[src/design/trie_dictionary_insert_search_top_defines.svh]
// Assertion helpers for the trie dictionary block.
// Both macros sample on the rising edge of clk and hold off during reset.
`ifndef TRIE_DICTIONARY_INSERT_SEARCH_TOP_DEFINES_SVH
`define TRIE_DICTIONARY_INSERT_SEARCH_TOP_DEFINES_SVH

`ifndef NO_ASSERTIONS
`define TDIS_ASSERT_IMPL(lbl, ante, cons) \
	lbl: assert property (@(posedge clk) disable iff (!arst_n) (ante) |-> (cons)) \
		else $error("tdis check failed");
`define TDIS_ASSERT_NEXT(lbl, ante, cons) \
	lbl: assert property (@(posedge clk) disable iff (!arst_n) (ante) |=> (cons)) \
		else $error("tdis check failed");
`else
`define TDIS_ASSERT_IMPL(lbl, ante, cons)
`define TDIS_ASSERT_NEXT(lbl, ante, cons)
`endif

`endif

[src/design/tdis_pkg.sv]
package tdis_pkg;

	// alphabet and character bounds
	localparam int ALPHABET = 26;
	localparam int IDX_W = 5;
	localparam logic [7:0] CH_A = 8'h61;
	localparam logic [7:0] CH_Z = 8'h7a;
	localparam int NODES_W = 13;

	// queue between front and back
	localparam int Q_DEPTH = 2;
	localparam int Q_PW = $clog2(Q_DEPTH);

	typedef enum logic [1:0] {
		ST_INSERTED  = 2'd0,
		ST_FOUND     = 2'd1,
		ST_NOT_FOUND = 2'd2,
		ST_OVERFLOW  = 2'd3
	} status_t;

	typedef enum logic [2:0] {
		S_CLEAR,
		S_IDLE,
		S_WALK,
		S_FIN,
		S_FLAG
	} state_t;

	// classified item
	typedef struct packed {
		logic             search;
		logic             nochar;
		logic             letter;
		logic [IDX_W-1:0] idx;
		logic             last;
	} item_t;

	// front to back
	typedef struct packed {
		logic  valid;
		item_t item;
	} q_out_t;

	// back to front
	typedef struct packed {
		logic take;
		logic clearing;
	} back_ctl_t;

endpackage

[src/design/tdis_front.sv]
module tdis_front
	import tdis_pkg::*;
(
	input  logic       clk,
	input  logic       arst_n,
	input  logic       push,
	input  logic       op,
	input  logic [7:0] ch,
	input  logic       last,
	output logic       full,
	input  back_ctl_t  ctl,
	output q_out_t     q_out
);

	item_t         entry_q [Q_DEPTH];
	logic [Q_PW-1:0] wr_ptr_q;
	logic [Q_PW-1:0] rd_ptr_q;
	logic [Q_PW:0]   count_q;
	item_t         cls;
	logic          do_push;
	logic          do_pop;

	// classify the character
	always_comb begin
		cls.search = op;
		cls.nochar = (ch == 8'h00);
		cls.letter = (ch >= CH_A) && (ch <= CH_Z);
		cls.idx    = IDX_W'(ch - CH_A);
		cls.last   = last;
	end

	// no items taken while the pool is being cleared
	assign full    = (count_q == (Q_PW + 1)'(Q_DEPTH)) || ctl.clearing;
	assign do_push = push && !full;
	assign do_pop  = ctl.take && (count_q != '0);

	assign q_out.valid = (count_q != '0);
	assign q_out.item  = entry_q[rd_ptr_q];

	// queue storage
	always_ff @(posedge clk) begin
		if (do_push) begin
			entry_q[wr_ptr_q] <= cls;
		end
	end

	// queue pointers
	always_ff @(posedge clk or negedge arst_n) begin
		if (!arst_n) begin
			wr_ptr_q <= '0;
			rd_ptr_q <= '0;
			count_q  <= '0;
		end else begin
			if (do_push) begin
				wr_ptr_q <= wr_ptr_q + 1'b1;
			end
			if (do_pop) begin
				rd_ptr_q <= rd_ptr_q + 1'b1;
			end
			unique case ({do_push, do_pop})
				2'b10:   count_q <= count_q + 1'b1;
				2'b01:   count_q <= count_q - 1'b1;
				default: count_q <= count_q;
			endcase
		end
	end

endmodule

[config.mk]
export PLATFORM = sky130hd
export DESIGN_NAME = tdis_front
export DESIGN_NICKNAME = d
export VERILOG_FILES = /design/src/design/trie_dictionary_insert_search_top_defines.svh /design/src/design/tdis_pkg.sv /design/src/design/tdis_front.sv
export SDC_FILE = /design/constraint.sdc
export NUM_CORES = 1
export LEC_CHECK = 0
export BUFFER_PORTS_ARGS = -buffer_cell sky130_fd_sc_hd__buf_4
export CORE_MARGIN = 2
export CORE_UTILIZATION = 45
export CTS_BUF_LIST = sky130_fd_sc_hd__clkbuf_4 sky130_fd_sc_hd__clkbuf_8
export DETAILED_ROUTE_END_ITERATION = 10
export PLACE_DENSITY = 0.81
export SYNTH_ARGS = -nofsm -noshare
export SYNTH_HDL_FRONTEND = slang
export SYNTH_SLANG_ARGS = --single-unit
[constraint.sdc]
create_clock -name clk -period 1.9 [get_ports clk]
set_input_delay 0.095 -clock clk [delete_from_list [all_inputs] [get_ports clk]]
set_output_delay 0.095 -clock clk [all_outputs]
set_load 0.02 [all_outputs]
== Word level (Yosys, flattened, before mapping) ==
Memories as Yosys holds them, arrays and structs flattened.
Cells that the tools add are included.
Storage, ports and cells
  bits in writable memories: 18
  memories: 1
  logic and storage cells: 25
  output and inout bits: 11
  input port bits: 15
  flip-flop bits (word level): 4
Memories
  entry_q: words 2, width 9, read ports 1, clocked after Yosys merged registers in 0, write ports 1, RTL line tdis_front.sv:15  | item_t entry_q [Q_DEPTH];
Cells by class
  eq/ne operators: 3
  magnitude comparators: 2
  reduce and logical (&&, ||, !) cells: 8
  $add $sub $neg: 5
  mux-type cells: 3
Operators with widths (count)
  $ge A8 B7 Y1 const B: 1
  $le A8 B7 Y1 const B: 1
  $logic_not A8 Y1: 1
  $sub A5 B1 Y5 const B: 1
  $eq A2 B2 Y1 const B: 2
  $pmux W2 S2: 1
  $reduce_bool A2 Y1: 2
  $logic_and A1 B1 Y1: 3
  $add A1 B1 Y1 const B: 2
  $add A2 B1 Y2 const B: 1
  $eq A2 B1 Y1 const B: 1
  $mux W1: 2
  $sub A2 B1 Y2 const B: 1
  $logic_not A1 Y1: 1
  $logic_or A1 B1 Y1: 1

== Longest topological paths before layout ==
  depth after elaboration: 6
  depth in mapped cells: 6
  gate-level depth less buffers: 6

== Worst setup path after synthesis ==
No wires, ideal clock.
  path type: register -> register
  start point: reg count_q[0]
  end point: reg count_q[1]
  period minus slack after synthesis: 1.560 ns
  cell stages (with the launch flop): 6
  data required time: 1.820 ns
  arrival time: 1.480 ns
  slack: 0.340 ns
  buffers on the path: 0
  library setup time: 0.080 ns
  path through: dfrtp_1 > or2_1 > and2_1 > ha_1 > nor2_1 > xnor2_1
RTL lines
  from (decl): RTL line tdis_front.sv:18  | logic [Q_PW:0] count_q;
  from (signal assigned): RTL line tdis_front.sv:61  | 2'b10: count_q <= count_q + 1'b1;
  from (signal assigned): RTL line tdis_front.sv:62  | 2'b01: count_q <= count_q - 1'b1;
  from (signal assigned): RTL line tdis_front.sv:63  | default: count_q <= count_q;

== Worst setup path after layout ==
  start point: reg count_q[0]
  end point: reg count_q[1]
On the way
  elaborated cells on any way between the ends: 12
  those cells by class: add/sub (2); eq/ne (3); mux (1); reduce/logical (6)
RTL lines
  $reduce_bool A2 Y1 (*): RTL line tdis_front.sv:35  | assign do_pop = ctl.take && (count_q != '0);
  $logic_and A1 B1 Y1 (*): RTL line tdis_front.sv:35
  named net do_pop: RTL line tdis_front.sv:21  | logic do_pop;
  $eq A2 B1 Y1 / $eq A2 B2 Y1 (equally long branches): RTL line tdis_front.sv:60  | unique case ({do_push, do_pop})
  $pmux W2 S2 / $reduce_bool A2 Y1 (equally long branches)
Mark *: on every way through the listed nets, which the timed path passes. The rest lies on a longest branch.
A chain may end at the register's enable or synchronous reset.

==> summary by stage <==
Worst setup path
The required time of the critical path is 2.11 ns. The type of the setup path with the least slack is reg -> reg. In this run the worst path has a maximum fanout of 5. Data on the critical path arrives at its endpoint at 1.78 ns. STA classifies the critical path endpoint as a flop. The worst setup path is launched from a flop.

Floorplan
For this configuration, the core starts out at a cell density of 46.65%. The die height is 51.19 um. The die outline area is roughly 2600 um^2. Pin placement for this block handled 26 I/O pins. The placeable core area is about 2100 um^2. After floorplanning, the core was divided into 17 placement rows. The die is 51.19 um wide.

Global routing
The total global routing track utilization is 13.31%. After global routing the overflow that remains totals 0. The largest net degree at the start of global routing is 13. The wire length of the first global-routing pass is 2553 um. The number of global-route vias before repair is slightly below 600. The initial antenna violation count was 0.

Timing
The final number of hold-violating endpoints is 0. Setup violations remaining at the end of the flow were counted as 0. Measured against its own limit, the worst slew margin works out to 73.44%. The clock arrives with 0.01513 ns of skew. Based on the critical path, the design can be clocked at up to around 640 MHz. The final sum of negative setup slack is 0 ns.

In the finished design, the share of the clock period the worst path needs comes to 82.52%. The max-slew violation count is 0. The post-layout minimum cycle time is 1.568 ns. Setup repair after global routing left no endpoint under its margin. The slew of the pin with the lowest slew margin is around 0.40 ns.

Detailed routing
The uppermost signal routing layer after detailed routing is met4. The remaining design rule violation count is 0. The total met2 wirelength after detailed routing is roughly 860 um.

The post-detailed-route via-to-cell ratio is 4.711. The detailed router finished its first iteration with 3 violations. For this run, the detailed router's first-pass iteration total came to 2. Wire segments on met3 add up to 46 um in the final route. The total number of vias is 603.

In the final routing, the length of wire on met1 measures between 600 and 700 um. Wires add up to around 1600 um. The remaining antenna violation count after routing is 0. After detailed routing, the average wire length per cell comes to about 13 um.

Outcome
The flow ran to the end, and the final reports show no timing, DRC or antenna violations.

Layout
The area growth from synthesis to layout is 29.21%. The final layout contains 120 nets. 0 antenna diodes ended up in the layout.

The share of layout cells above drive strength 1 is between 40% and 50%. The filler cells instantiated in the layout total 170.

Logic synthesis
For this run, the register share of the synthesized area comes to 63.92%. After synthesis, the mean cell area works out to between 10 and 15 um^2. The count of synthesis-stage warnings from yosys is 0. Counting distinct cell types in the post-synthesis netlist gives 21. The flop and latch count out of synthesis is 22. The net count after synthesis is 86.

The post-synthesis cell area is approximately 1000 um^2. Synthesis handed over a netlist of 67 instances.

Clock tree
The number of instances resized during post-cts repair is 0. After clock tree synthesis, the clock-pin slew on the worst setup and hold paths is 0.12 ns. Clock tree synthesis found a total of 22 sinks. After clock tree synthesis, the setup repair step added 0 buffers. The source-to-sink clock delay at the later pin of the worst-skew pair is roughly 0.29 ns. In this run the clock root is driven by a clkbuf_4. The number of CTS-inserted buffers is 3. The TritonCTS clock tree is built.

The clock passes through at most 2 buffers. The H-tree level count is 1.

Power and ir drop
In this run the power density over the cells is between 1000 and 1500 nW/um^2. The worst ir drop on vdd is between 500 and 600 uV. The design draws 1.504 mW.

The leakage power is around 0.53 nW.

Min path
The path class of the lowest-slack min-delay path is in -> reg.

Place
Routability-driven placement finished with a final weighted congestion of 0.7837. The total of buffers placed on input and output ports is 25. Detailed placement ended at an HPWL of 1195 um.

Flow run
The number of maximum-capacitance constraint violations is 0.
logic make-up (layout without fill, tap and decap cells):
group                      count (synthesis)  after routing  share of synthesized area [%]
adders and majority gates                  4              4                          4.994
xor gates and xnor gates                   7              7                          6.117
AOI/OAI and AO/OA                          6              6                          4.494
DFF                                       22             22                          63.92
muxes                                      9              9                          10.11
buffers and inverters                      8             41                          3.121
and+or+nand+nor                           11             11                          7.241
cells in the mapped netlist:
cell type	number	area, um^2
or2_1	1	6.260
nand2_1	1	3.750
xnor2_1	4	35.03
nor3_1	1	5.000
o211ai_2	1	12.51
o21ai_0	3	15.01
or4b_4	1	13.76
inv_1	7	26.28
dfrtp_1	4	100.1
a311oi_1	1	8.760
buf_2	1	5.000
ha_1	4	50.05
nor2_1	3	11.26
edfxtp_1	18	540.5
xor2_1	3	26.28
mux2_2	9	101.4
nand2b_1	1	6.260
and2_1	1	6.260
nand3b_1	1	7.510
nor4_2	1	12.51
a21oi_2	1	8.760
where the power goes:
part           switching [mW]  total [mW]  internal [mW]
Combinational           0.281       0.582          0.301
Sequential             0.0845       0.708          0.623
Clock                   0.118       0.214         0.0956
Total                   0.484        1.50           1.02
cell type report:
type,instances,area [um^2],share of cell area [%]
well taps,28,35.03,2.705
clock buffers,4,30.03,2.319
repair buffers,30,232.7,17.97
inverters,7,26.28,2.029
multi-input cells,37,330.3,25.51
flip-flops and latches,22,640.6,49.47
metrics by stage:
stage	area (um^2)	cells	hold slack, ns	setup WS [ns]	util, %
floorplan	1002	67	-0.2006	0.3404	-
detailed placement	1235	121	-0.1051	0.3717	57.48
CTS	1295	128	0.07589	0.3128	60.28
global placement	1235	121	-0.1056	0.4037	57.48
global route	1295	128	0.07180	0.2264	60.28
finish	1295	128	0.08057	0.3320	60.28
registers in the layout, indices dropped and copies added, names as in the netlist:
register / cells
count_q: 2
entry_q: 18
rd_ptr_q: 1
wr_ptr_q: 1
placed cells by master (no fill, tap or decap), types with 4 or more instances in the layout:
cell type and n:
inv_1 7, xnor2_1 4, mux2_2 9, ha_1 4, clkbuf_4 4, buf_4 27, dfrtp_1 4, edfxtp_1 18
final timing paths:
| kind | start | end | slack, ns | cells past startpoint |
|---|---|---|---|---|
| max in group asynchronous | arst_n | rd_ptr_q$_DFFE_PN0P_ | 1.67 | 2 |
| worst min register to register | wr_ptr_q$_DFFE_PN0N_ | wr_ptr_q$_DFFE_PN0N_ | 0.51 | 1 |
| worst max register to register | count_q[0]$_DFFE_PN0P_ | count_q[1]$_DFFE_PN0P_ | 0.33 | 5 |
| worst min-delay path | ch[7] | entry_q[0][7]$_DFFE_PP_ | 0.08 | 2 |
| worst max-delay path | count_q[0]$_DFFE_PN0P_ | count_q[1]$_DFFE_PN0P_ | 0.33 | 5 |
| min in group asynchronous | arst_n | count_q[1]$_DFFE_PN0P_ | 0.14 | 2 |
routing by layer:
layer  track usage (%)  vias to the layer above
met5                 0                        -
met4             6.757                        0
met3            0.8772                        2
met2             21.43                       10
met1             18.24                      288
li1                  -                      303
worst max-delay path, stage by stage (launching register included):
cell and delay, ns:
dfrtp_1 0.46, or2_1 0.26, and2_1 0.20, ha_1 0.33
nor2_1 0.13, xnor2_1 0.12
repair_timing:
action                                  4_1_cts  5_1_grt
endpoints found under the setup margin        0        0
hold endpoints to repair                      8        0
hold buffers                                  3        0
Power figures use the tool's default switching activity.
